[src/rtl/wsrc_pkg.sv]
// ----------------------------------------------------------------------------
// wsrc_pkg
// Shared types and constants of the work stealing range counter.
// ----------------------------------------------------------------------------
package wsrc_pkg;

  localparam int unsigned DATA_W   = 32;
  localparam int unsigned FUNC_W   = 2;
  localparam int unsigned WORKER_W = 4;
  localparam int unsigned CNT_W    = 5;
  // workers that a scan may cover, set by the 4-bit worker and victim fields
  localparam int unsigned CNT_MAX  = 16;

  localparam logic [FUNC_W-1:0] FUNC_LOAD = 2'd0;
  localparam logic [FUNC_W-1:0] FUNC_NEXT = 2'd1;
  localparam logic [FUNC_W-1:0] FUNC_READ = 2'd2;

  typedef struct packed {
    logic [DATA_W-1:0] start_idx;
    logic [DATA_W-1:0] end_idx;
  } span_t;

  typedef enum logic [2:0] {
    S_IDLE,
    S_CUR,
    S_MOD,
    S_SCAN,
    S_DRAIN,
    S_SPLIT,
    S_FIX,
    S_EMIT
  } ctrl_state_e;

  typedef struct packed {
    logic take;
    logic eval;
    logic mod_sub;
    logic scan_init;
    logic scan_issue;
    logic steal_v;
    logic steal_w;
    logic emit;
  } ctrl_cmd_t;

  typedef struct packed {
    logic [FUNC_W-1:0] func;
    logic              cur_empty;
    logic              r_ge_cnt;
    logic              scan_last;
    logic              best_nonempty;
    logic              out_free;
  } dp_status_t;

endpackage

[src/rtl/wsrc_if.sv]
// ----------------------------------------------------------------------------
// wsrc_if
// Request and response channels of the work stealing range counter.
// ----------------------------------------------------------------------------
interface wsrc_req_if;
  logic        valid;
  logic        ready;
  logic [1:0]  func;
  logic [3:0]  worker;
  logic [31:0] load_start;
  logic [31:0] load_end;

  modport source (output valid, func, worker, load_start, load_end, input ready);
  modport sink   (input valid, func, worker, load_start, load_end, output ready);
endinterface

interface wsrc_rsp_if;
  logic        valid;
  logic        ready;
  logic [31:0] range_start;
  logic [31:0] range_end;
  logic [3:0]  victim;
  logic        range_empty;

  modport source (output valid, range_start, range_end, victim, range_empty, input ready);
  modport sink   (input valid, range_start, range_end, victim, range_empty, output ready);
endinterface

[src/rtl/work_stealing_range_counter_core.sv]
// ----------------------------------------------------------------------------
// work_stealing_range_counter_core
// Per-worker index range table with next, load and read and range stealing.
// ----------------------------------------------------------------------------
// Requests come in on req_i (valid/ready) carrying func, worker and, for a
// load, the range; every request gives one response on rsp_o. A load writes
// the worker's range and echoes it, a read returns it, a next returns the
// current range and bumps its start. An empty next scans the active workers
// in ring order from worker+1 and splits the largest range it finds.
// Load, read and non-empty next go from accept through lookup to emit. An empty
// next first reduces worker+1 modulo cnt, the active worker count, by repeated
// subtraction, then scans cnt entries, one table entry per cycle over the single
// memory read port, and takes an extra fix step only when it steals.
// One request is in flight at a time; a new one is taken while the previous
// response still sits in the output register.
// The worker count register is written over the APB port at address 0 (decoded
// from paddr[2] alone, so addresses 0 to 3); the user must write it only while
// idle, and the block itself does not enforce this.
// Reset clears the sequencer, the output valid and sets the worker count to 1;
// the range table is not cleared and must be loaded before use.
// If rsp_o stalls, the finished result waits in the sequencer's emit step.
// ----------------------------------------------------------------------------
module work_stealing_range_counter_core #(
  parameter int unsigned MAX_WORKERS = 16
) (
  input  logic        clk_i,
  input  logic        rst_ni,
  wsrc_req_if.sink    req_i,
  wsrc_rsp_if.source  rsp_o,
  input  logic        psel,
  input  logic        penable,
  input  logic        pwrite,
  input  logic [2:0]  paddr,
  input  logic [31:0] pwdata,
  output logic [31:0] prdata,
  output logic        pready
);
  import wsrc_pkg::*;

  localparam logic REG_NUM_WORKERS = 1'b0;

  logic [CNT_W-1:0] num_workers_q;
  logic             reg_sel;
  ctrl_cmd_t        cmd;
  dp_status_t       status;
  logic             req_ready;

  assign reg_sel = paddr[2];
  assign pready  = 1'b1;
  assign prdata  = (reg_sel == REG_NUM_WORKERS) ? 32'(num_workers_q) : '0;

  always_ff @(posedge clk_i or negedge rst_ni) begin
    if (!rst_ni) begin
      num_workers_q <= CNT_W'(1);
    end else if (psel && penable && pwrite && reg_sel == REG_NUM_WORKERS) begin
      num_workers_q <= pwdata[CNT_W-1:0];
    end
  end

  wsrc_ctrl u_ctrl (
    .clk_i       (clk_i),
    .rst_ni      (rst_ni),
    .req_valid_i (req_i.valid),
    .req_ready_o (req_ready),
    .status_i    (status),
    .cmd_o       (cmd)
  );

  assign req_i.ready = req_ready;

  wsrc_dp #(
    .MAX_WORKERS (MAX_WORKERS)
  ) u_dp (
    .clk_i             (clk_i),
    .rst_ni            (rst_ni),
    .cmd_i             (cmd),
    .status_o          (status),
    .req_func_i        (req_i.func),
    .req_worker_i      (req_i.worker),
    .req_load_start_i  (req_i.load_start),
    .req_load_end_i    (req_i.load_end),
    .num_workers_i     (num_workers_q),
    .rsp_valid_o       (rsp_o.valid),
    .rsp_ready_i       (rsp_o.ready),
    .rsp_range_start_o (rsp_o.range_start),
    .rsp_range_end_o   (rsp_o.range_end),
    .rsp_victim_o      (rsp_o.victim),
    .rsp_range_empty_o (rsp_o.range_empty)
  );

endmodule

[src/rtl/wsrc_ctrl.sv]
// ----------------------------------------------------------------------------
// wsrc_ctrl
// Sequencer: steps a request through lookup, ring start reduction, ring scan, split and emit.
// ----------------------------------------------------------------------------
module wsrc_ctrl (
  input  logic                   clk_i,
  input  logic                   rst_ni,
  input  logic                   req_valid_i,
  output logic                   req_ready_o,
  input  wsrc_pkg::dp_status_t   status_i,
  output wsrc_pkg::ctrl_cmd_t    cmd_o
);
  import wsrc_pkg::*;

  ctrl_state_e state_q, state_d;

  always_ff @(posedge clk_i or negedge rst_ni) begin
    if (!rst_ni) begin
      state_q <= S_IDLE;
    end else begin
      state_q <= state_d;
    end
  end

  always_comb begin
    state_d = state_q;
    unique case (state_q)
      S_IDLE: begin
        if (req_valid_i) state_d = S_CUR;
      end
      S_CUR: begin
        if (status_i.func == FUNC_NEXT && status_i.cur_empty) state_d = S_MOD;
        else state_d = S_EMIT;
      end
      S_MOD: begin
        if (!status_i.r_ge_cnt) state_d = S_SCAN;
      end
      S_SCAN: begin
        if (status_i.scan_last) state_d = S_DRAIN;
      end
      S_DRAIN: state_d = S_SPLIT;
      S_SPLIT: begin
        if (status_i.best_nonempty) state_d = S_FIX;
        else state_d = S_EMIT;
      end
      S_FIX:  state_d = S_EMIT;
      S_EMIT: begin
        if (status_i.out_free) state_d = S_IDLE;
      end
    endcase
  end

  always_comb begin
    cmd_o       = '0;
    req_ready_o = (state_q == S_IDLE);
    unique case (state_q)
      S_IDLE:  cmd_o.take = req_valid_i;
      S_CUR:   cmd_o.eval = 1'b1;
      S_MOD: begin
        // reduce worker+1 modulo the active count, then start the ring
        if (status_i.r_ge_cnt) cmd_o.mod_sub = 1'b1;
        else cmd_o.scan_init = 1'b1;
      end
      S_SCAN:  cmd_o.scan_issue = 1'b1;
      S_DRAIN: cmd_o = '0;
      S_SPLIT: cmd_o.steal_v = status_i.best_nonempty;
      S_FIX:   cmd_o.steal_w = 1'b1;
      S_EMIT:  cmd_o.emit = status_i.out_free;
    endcase
  end

  a_take_to_cur: assert property (@(posedge clk_i) disable iff (!rst_ni)
    (req_valid_i && req_ready_o) |=> (state_q == S_CUR))
    else $error("accepted request did not move to lookup");

  a_emit_free: assert property (@(posedge clk_i) disable iff (!rst_ni)
    cmd_o.emit |-> status_i.out_free)
    else $error("result emitted into a full output register");

  a_scan_entry: assert property (@(posedge clk_i) disable iff (!rst_ni)
    (state_q == S_SCAN) |-> ($past(state_q) == S_MOD || $past(state_q) == S_SCAN))
    else $error("scan entered without start index");

endmodule

[src/rtl/wsrc_dp.sv]
// ----------------------------------------------------------------------------
// wsrc_dp
// Datapath: range table memory, scan comparator, split logic, output register.
// ----------------------------------------------------------------------------
module wsrc_dp #(
  parameter int unsigned MAX_WORKERS = 16
) (
  input  logic                            clk_i,
  input  logic                            rst_ni,
  input  wsrc_pkg::ctrl_cmd_t             cmd_i,
  output wsrc_pkg::dp_status_t            status_o,
  input  logic [wsrc_pkg::FUNC_W-1:0]     req_func_i,
  input  logic [wsrc_pkg::WORKER_W-1:0]   req_worker_i,
  input  logic [wsrc_pkg::DATA_W-1:0]     req_load_start_i,
  input  logic [wsrc_pkg::DATA_W-1:0]     req_load_end_i,
  input  logic [wsrc_pkg::CNT_W-1:0]      num_workers_i,
  output logic                            rsp_valid_o,
  input  logic                            rsp_ready_i,
  output logic [wsrc_pkg::DATA_W-1:0]     rsp_range_start_o,
  output logic [wsrc_pkg::DATA_W-1:0]     rsp_range_end_o,
  output logic [wsrc_pkg::WORKER_W-1:0]   rsp_victim_o,
  output logic                            rsp_range_empty_o
);
  import wsrc_pkg::*;

  localparam int unsigned IDX_W  = (MAX_WORKERS > 1) ? $clog2(MAX_WORKERS) : 1;
  localparam int unsigned LIM    = (MAX_WORKERS < CNT_MAX) ? MAX_WORKERS : CNT_MAX;
  localparam int unsigned CW     = (IDX_W + 1 > CNT_W) ? IDX_W + 1 : CNT_W;
  localparam int unsigned WRAP_W = (IDX_W + 1 > WORKER_W) ? IDX_W + 1 : WORKER_W;

  // worker index modulo the table depth; at most eight subtractions
  function automatic logic [IDX_W-1:0] wrap_worker(input logic [WORKER_W-1:0] w);
    logic [WRAP_W-1:0] v;
    v = WRAP_W'(w);
    for (int n = 0; n < 8; n++) begin
      if (v >= WRAP_W'(MAX_WORKERS)) v = v - WRAP_W'(MAX_WORKERS);
    end
    return IDX_W'(v);
  endfunction

  span_t mem [MAX_WORKERS];
  span_t rd_q;

  logic [FUNC_W-1:0] func_q;
  logic [IDX_W-1:0]  w_q;
  logic [DATA_W-1:0] ld_start_q, ld_end_q;
  span_t             res_q;
  logic [IDX_W-1:0]  res_vic_q;
  span_t             best_q;
  logic [DATA_W-1:0] best_size_q;
  logic [IDX_W-1:0]  best_vic_q;
  logic [CW-1:0]     r_q;
  logic [CW-1:0]     scan_idx_q;
  logic [CNT_W-1:0]  k_q;
  logic              pipe_vld_q;
  logic [IDX_W-1:0]  pipe_idx_q;
  logic              out_vld_q;

  logic [CNT_W-1:0]  cnt;
  logic [DATA_W-1:0] cand_size;
  logic              cand_better;
  logic [DATA_W-1:0] split;
  logic [CW-1:0]     scan_nxt;
  logic              we;
  logic [IDX_W-1:0]  waddr;
  logic [IDX_W-1:0]  raddr;
  span_t             wdata;

  always_comb begin
    if (num_workers_i == '0) cnt = CNT_W'(1);
    else if (num_workers_i > CNT_W'(LIM)) cnt = CNT_W'(LIM);
    else cnt = num_workers_i;
  end

  assign cand_size   = (rd_q.start_idx < rd_q.end_idx) ? rd_q.end_idx - rd_q.start_idx : '0;
  assign cand_better = pipe_vld_q && (pipe_idx_q != w_q) && (cand_size > best_size_q);
  assign split       = best_q.start_idx + (best_size_q >> 1);
  assign scan_nxt    = (scan_idx_q + CW'(1) == CW'(cnt)) ? '0 : scan_idx_q + CW'(1);
  assign raddr       = cmd_i.take ? wrap_worker(req_worker_i) : IDX_W'(scan_idx_q);

  always_comb begin
    we    = 1'b0;
    waddr = w_q;
    wdata = rd_q;
    priority if (cmd_i.take && req_func_i == FUNC_LOAD) begin
      we    = 1'b1;
      waddr = wrap_worker(req_worker_i);
      wdata = '{start_idx: req_load_start_i, end_idx: req_load_end_i};
    end else if (cmd_i.eval && func_q == FUNC_NEXT) begin
      we    = 1'b1;
      wdata = '{start_idx: rd_q.start_idx + DATA_W'(1), end_idx: rd_q.end_idx};
    end else if (cmd_i.steal_v) begin
      // victim keeps the lower half
      we    = 1'b1;
      waddr = best_vic_q;
      wdata = '{start_idx: best_q.start_idx, end_idx: split};
    end else if (cmd_i.steal_w) begin
      we    = 1'b1;
      wdata = '{start_idx: res_q.start_idx + DATA_W'(1), end_idx: res_q.end_idx};
    end else begin
      we    = 1'b0;
    end
  end

  always_ff @(posedge clk_i) begin
    if (we) mem[waddr] <= wdata;
    rd_q <= mem[raddr];
  end

  always_ff @(posedge clk_i) begin
    if (cmd_i.take) begin
      func_q     <= req_func_i;
      w_q        <= wrap_worker(req_worker_i);
      ld_start_q <= req_load_start_i;
      ld_end_q   <= req_load_end_i;
    end
    if (cmd_i.eval) begin
      if (func_q == FUNC_LOAD) res_q <= '{start_idx: ld_start_q, end_idx: ld_end_q};
      else res_q <= rd_q;
      res_vic_q   <= w_q;
      best_q      <= rd_q;
      best_size_q <= '0;
      best_vic_q  <= w_q;
      r_q         <= CW'(w_q) + CW'(1);
    end
    if (cmd_i.mod_sub) r_q <= r_q - CW'(cnt);
    if (cmd_i.scan_init) begin
      scan_idx_q <= r_q;
      k_q        <= '0;
    end
    if (cmd_i.scan_issue) begin
      scan_idx_q <= scan_nxt;
      k_q        <= k_q + CNT_W'(1);
      pipe_idx_q <= IDX_W'(scan_idx_q);
    end
    // first strictly larger entry wins
    if (cand_better) begin
      best_q      <= rd_q;
      best_size_q <= cand_size;
      best_vic_q  <= pipe_idx_q;
    end
    if (cmd_i.steal_v) begin
      res_q     <= '{start_idx: split, end_idx: best_q.end_idx};
      res_vic_q <= best_vic_q;
    end
    if (cmd_i.emit) begin
      rsp_range_start_o <= res_q.start_idx;
      rsp_range_end_o   <= res_q.end_idx;
      rsp_victim_o      <= WORKER_W'(res_vic_q);
      rsp_range_empty_o <= !(res_q.start_idx < res_q.end_idx);
    end
  end

  always_ff @(posedge clk_i or negedge rst_ni) begin
    if (!rst_ni) begin
      pipe_vld_q <= 1'b0;
      out_vld_q  <= 1'b0;
    end else begin
      pipe_vld_q <= cmd_i.scan_issue;
      if (cmd_i.emit) out_vld_q <= 1'b1;
      else if (rsp_ready_i) out_vld_q <= 1'b0;
    end
  end

  assign rsp_valid_o = out_vld_q;

  always_comb begin
    status_o.func          = func_q;
    status_o.cur_empty     = !(rd_q.start_idx < rd_q.end_idx);
    status_o.r_ge_cnt      = (r_q >= CW'(cnt));
    status_o.scan_last     = (k_q == cnt - CNT_W'(1));
    status_o.best_nonempty = (best_size_q != '0);
    status_o.out_free      = !out_vld_q || rsp_ready_i;
  end

  a_victim_not_self: assert property (@(posedge clk_i) disable iff (!rst_ni)
    cmd_i.steal_v |-> (best_vic_q != w_q && best_size_q != '0))
    else $error("steal from requester or from an empty range");

  a_scan_in_count: assert property (@(posedge clk_i) disable iff (!rst_ni)
    pipe_vld_q |-> (CW'(pipe_idx_q) < CW'(cnt)))
    else $error("scan index beyond active count");

  a_rsp_hold: assert property (@(posedge clk_i) disable iff (!rst_ni)
    (rsp_valid_o && !rsp_ready_i) |=>
      (rsp_valid_o && $stable(rsp_range_start_o) && $stable(rsp_victim_o)))
    else $error("stalled response changed");

endmodule
[src/flat_wrapper.sv]
// flat-port wrapper written by rule: the top's interface ports become plain ports
module work_stealing_range_counter_core_flat import wsrc_pkg::*;
#(
  parameter int unsigned MAX_WORKERS = 16
)
  (clk_i, rst_ni, psel, penable, pwrite, paddr, pwdata, prdata, pready, req_i_valid, req_i_func, req_i_worker, req_i_load_start, req_i_load_end, req_i_ready, rsp_o_valid, rsp_o_range_start, rsp_o_range_end, rsp_o_victim, rsp_o_range_empty, rsp_o_ready);
  wsrc_req_if req_i_i ();
  wsrc_rsp_if rsp_o_i ();
  input  logic clk_i;
  input  logic rst_ni;
  input  logic psel;
  input  logic penable;
  input  logic pwrite;
  input  logic [2:0] paddr;
  input  logic [31:0] pwdata;
  output logic [31:0] prdata;
  output logic pready;
  input wire logic [$bits(req_i_i.valid)-1:0] req_i_valid;
  input wire logic [$bits(req_i_i.func)-1:0] req_i_func;
  input wire logic [$bits(req_i_i.worker)-1:0] req_i_worker;
  input wire logic [$bits(req_i_i.load_start)-1:0] req_i_load_start;
  input wire logic [$bits(req_i_i.load_end)-1:0] req_i_load_end;
  output wire logic [$bits(req_i_i.ready)-1:0] req_i_ready;
  output wire logic [$bits(rsp_o_i.valid)-1:0] rsp_o_valid;
  output wire logic [$bits(rsp_o_i.range_start)-1:0] rsp_o_range_start;
  output wire logic [$bits(rsp_o_i.range_end)-1:0] rsp_o_range_end;
  output wire logic [$bits(rsp_o_i.victim)-1:0] rsp_o_victim;
  output wire logic [$bits(rsp_o_i.range_empty)-1:0] rsp_o_range_empty;
  input wire logic [$bits(rsp_o_i.ready)-1:0] rsp_o_ready;
  assign req_i_i.valid = req_i_valid;
  assign req_i_i.func = req_i_func;
  assign req_i_i.worker = req_i_worker;
  assign req_i_i.load_start = req_i_load_start;
  assign req_i_i.load_end = req_i_load_end;
  assign req_i_ready = req_i_i.ready;
  assign rsp_o_valid = rsp_o_i.valid;
  assign rsp_o_range_start = rsp_o_i.range_start;
  assign rsp_o_range_end = rsp_o_i.range_end;
  assign rsp_o_victim = rsp_o_i.victim;
  assign rsp_o_range_empty = rsp_o_i.range_empty;
  assign rsp_o_i.ready = rsp_o_ready;
  work_stealing_range_counter_core #(.MAX_WORKERS(MAX_WORKERS)) u_core (.clk_i(clk_i), .rst_ni(rst_ni), .req_i(req_i_i), .rsp_o(rsp_o_i), .psel(psel), .penable(penable), .pwrite(pwrite), .paddr(paddr), .pwdata(pwdata), .prdata(prdata), .pready(pready));
endmodule
[config.mk]
export PLATFORM = sky130hd
export DESIGN_NAME = work_stealing_range_counter_core_flat
export DESIGN_NICKNAME = d
export VERILOG_FILES = /design/src/rtl/wsrc_pkg.sv /design/src/rtl/wsrc_if.sv /design/src/rtl/work_stealing_range_counter_core.sv /design/src/rtl/wsrc_ctrl.sv /design/src/rtl/wsrc_dp.sv /design/src/flat_wrapper.sv
export SDC_FILE = /design/constraint.sdc
export NUM_CORES = 2
export LEC_CHECK = 0
export BUFFER_PORTS_ARGS = -buffer_cell sky130_fd_sc_hd__clkbuf_2
export CORE_UTILIZATION = 50
export DETAILED_ROUTE_END_ITERATION = 8
export PLACE_DENSITY = 0.69
export REMOVE_ABC_BUFFERS = 1
export SYNTH_ARGS = -nofsm -noshare
export SYNTH_HDL_FRONTEND = slang
export SYNTH_SLANG_ARGS = --single-unit
[constraint.sdc]
create_clock -name clk_i -period 10.8 [get_ports clk_i]
set_clock_uncertainty 0.15 [all_clocks]
set_input_delay 1.08 -clock clk_i [delete_from_list [all_inputs] [get_ports clk_i]]
set_output_delay 1.08 -clock clk_i [all_outputs]
set_load 0.005 [all_outputs]
==> flow_summary_export.csv <==
group,metric,value,unit
route,ant_nets,0,
min_path,hp-class,"reg2reg",
power_and_ir_drop,ir_worst_vdd,0.195,mV
timing,worst_slack,3860,ps
finish,nFillCells,9305,
critical_path,critPathMostFrequentCell,"buf_4",
synthesis,synth-seq-cells,1424,
die,die_area,125000,sq um
synthesis,synthFlopType,"edfxtp_1",
synthesis,synth.top_cells.by_count,"edfxtp_1 (1,350), nand2_1 (401), mux4_2 (256)",
placement,portBuffers,158,
critical_path,r2r_end,"u_core.u_dp.best_q[20]",
route,initialDrtViolationCount,4469,
power_and_ir_drop,powerDensity,325,nW/um^2
clock_tree,clock-sinks,1424,
clock_tree,cts_resized,0,
timing,grt_setup_unrepaired,"no",
timing,fmax,144,MHz
route,wire_per_inst,27.5,um
run,maxCapViolCount,0,
clock_tree,cts_setup_buffers,0,
route,vias,36649,
critical_path,end_kind,"flip-flop",
route,first_pass_iters,8,
critical_path,reg2reg_slack,3860,ps
critical_path,required,11030,ps
synthesis,ys_async_sr_fraction,0.00702,
clock_tree,root_buffer,"clkbuf_16",
critical_path,cp.arrival,7180,ps
synthesis,synth_area_leaders,"edfxtp_1 (66%), mux4_2 (9.4%), ha_1 (2.8%)",
placement,hpwlAfterDp,97400,um
global_route,overflow,0,
synthesis,syn_inst,3993,
route,drcViolationCount,0,
synthesis,yosysWarningCount,0,
timing,finalSetupViolCount,0,
finish,final-seq-area,42100,sq um
clock_tree,cts_tree,"yes",
timing,relSlewSlack,0.107,
global_route,grt_use_total,0.261,
critical_path,path_cells,"ha_1, inv_1, fa_1, a211oi_1, o21ai_2, nand3_1, a22oi_2, a2bb2oi_1, a31o_2, nor2_1, ha_1, nand4_1, nor2_1, nand3_1, a21oi_1, o41ai_2, buf_4, o21ai_4, buf_4, buf_4",
clock_tree,clkTransAtPathRegs,60,ps
global_route,grt_max_degree,129,
critical_path,crit_start,"u_core.u_dp.rd_q[32]",
placement,gp_routability_congestion,0.960,
die,rows,128,
finish,final_nets,4425,
synthesis,synth_top_cell_by_area,"edfxtp_1",
die,initial_core_util,0.505,
synthesis,ys_seq_area_frac,0.683,
timing,hold_violations,0,
timing,drv_slew,0,
outcome,status,"finished, final reports clean",
min_path,min_path_cells,0,
global_route,antenna_found_initial,11,
global_route,grt_pass1_vias,35857,
synthesis,synth.distinct_cells,81,
critical_path,worstReg2RegStart,"u_core.u_dp.rd_q[32]",
timing,fin_crit,6940,ps
finish,multiInputGateArea,18200,sq um
critical_path,critPathKind,"reg2reg",
timing,tns,0,ps
power_and_ir_drop,total_power,22.5,mW
finish,final_util,0.567,
min_path,worstHoldEndpoint,"u_core.u_dp.rsp_victim_o[3]",
synthesis,synth_top_area_share,0.658,
timing,worst_slew_pin_slew,1340,ps
power_and_ir_drop,leakagePower,23.7,nW
synthesis,synth_edf_count,1350,
critical_path,reg2reg_depth,20,
clock_tree,cts_inserted_buffers,145,
placement,dp_slack,4000,ps
synthesis,avgSynthCellArea,15.4,sq um
global_route,grt_pass1_wl,238000,um
route,routed_wl,163000,um
clock_tree,htreeDepth,4,
synthesis,netlist_area,61600,sq um
clock_tree,clockBufferDepth,3,
die,die_width,353,um
route,vias_per_cell,6.19,
critical_path,cp_slowest_stage_delay,920,ps
finish,drive_gt1_frac,0.187,
die,io_pins,216,
synthesis,synth.most_common_cell,"edfxtp_1",
critical_path,crit_path_start_kind,"flip-flop",
clock_tree,insertion_delay,790,ps
critical_path,slowest_stage,"buf_4",
die,die_height,353,um
die,coreArea,122000,sq um
critical_path,cp_max_fo,61,
finish,syn2layout_area_growth,12.3,%
min_path,holdCritStartpoint,"u_core.u_dp.res_vic_q[3]",
timing,period_share,0.643,
==> worst max-delay path: cells and delay by family, from the launching register on <==
kind / cells / cell delay [ps]
compound gates: 8 / 2250
buf+inv: 4 / 1710
fa+ha+maj: 3 / 1000
simple gates: 5 / 850
flops: 1 / 530
==> metal layers <==
metal	vias up	track usage	routed length, um
met1	18688	0.366	66600
met5	-	0	55
met4	10	0.0892	5110
met3	292	0.0460	13900
met2	1782	0.414	77100
li1	15877	-	-
==> stage by stage <==
step / cells / hold slack [ps] / area (sq um)
3_3_place_gp: 5650 / 258 / 64300
2_1_floorplan: 3785 / 250 / 60500
5_1_grt: 5922 / 280 / 69100
3_5_place_dp: 5650 / 258 / 64300
6_report: 5922 / 271 / 69100
4_1_cts: 5918 / 272 / 69100
==> final cells by class <==
class | instances | area share
Antenna cell | 4 | 0.000145
Clock buffer | 187 | 0.0575
Clock inverter | 80 | 0.0126
Inverter | 140 | 0.00764
Multi-Input combinational cell | 2221 | 0.263
Sequential cell | 1424 | 0.608
Tap cell | 1625 | 0.0294
Timing Repair Buffer | 241 | 0.0214
==> worst max-delay path by stage <==
stage	endpoint	slack, ps	depth (start not counted)
final	u_core.u_dp.best_q[20]	3860	20
after detailed placement	u_core.u_dp.best_q[19]	4000	20
after global routing	u_core.u_dp.best_q[20]	3390	20
after global placement	u_core.u_dp.best_q[19]	4050	20
after floorplan	u_core.u_dp.rd_q[0]	-15840	6
after CTS	u_core.u_dp.best_q[19]	3910	20
==> kinds of logic after synthesis <==
group           after synthesis  synth area share
xor+xnor                    123            0.0175
flops                      1424             0.683
other cells                   2          0.000122
compound gates              674            0.0723
buf+inv                     374            0.0275
simple gates                967            0.0714
mux                         289            0.0993
fa+ha+maj                   140            0.0288
==> registers in the layout, indices dropped and copies added (netlist names), 32 cells and up <==
register,flops
u_core.u_dp.mem,1024
u_core.u_dp.best_q,64
u_core.u_dp.rd_q,64
u_core.u_dp.res_q,64
u_core.u_dp.best_size_q,32
u_core.u_dp.ld_end_q,32
u_core.u_dp.ld_start_q,32
u_core.u_dp.rsp_range_end_o,32
u_core.u_dp.rsp_range_start_o,32
==> repair_timing <==
item                                    CTS  global route
hold buffers                              1             0
hold endpoints to repair                  9             0
endpoints found under the setup margin    0             0
==> cells in the final DEF (no fill, tap or decap), types with 28 or more instances in the layout <==
cell and count:
a211oi_1 93, a21o_1 54, a21oi_1 120, a31oi_1 130, and2_1 73, buf_4 77, clkbuf_16 147, clkbuf_2 158
conb_1 28, dfxtp_1 64, edfxtp_1 1350, ha_1 137, inv_1 139, mux4_2 256, nand2_1 400, nand3_1 65
nand4_1 40, nor2_1 221, nor3_1 29, o211ai_1 30, o21ai_0 103, xnor2_1 76, xor2_1 47
==> power breakdown <==
part | switching [mW] | internal, mW | total, mW
clock network | 2.16 | 2.94 | 5.10
registers | 0.785 | 8.59 | 9.37
logic | 5.30 | 2.74 | 8.04
total | 8.24 | 14.3 | 22.5
Note: power is estimated with default switching activity, not from simulation.
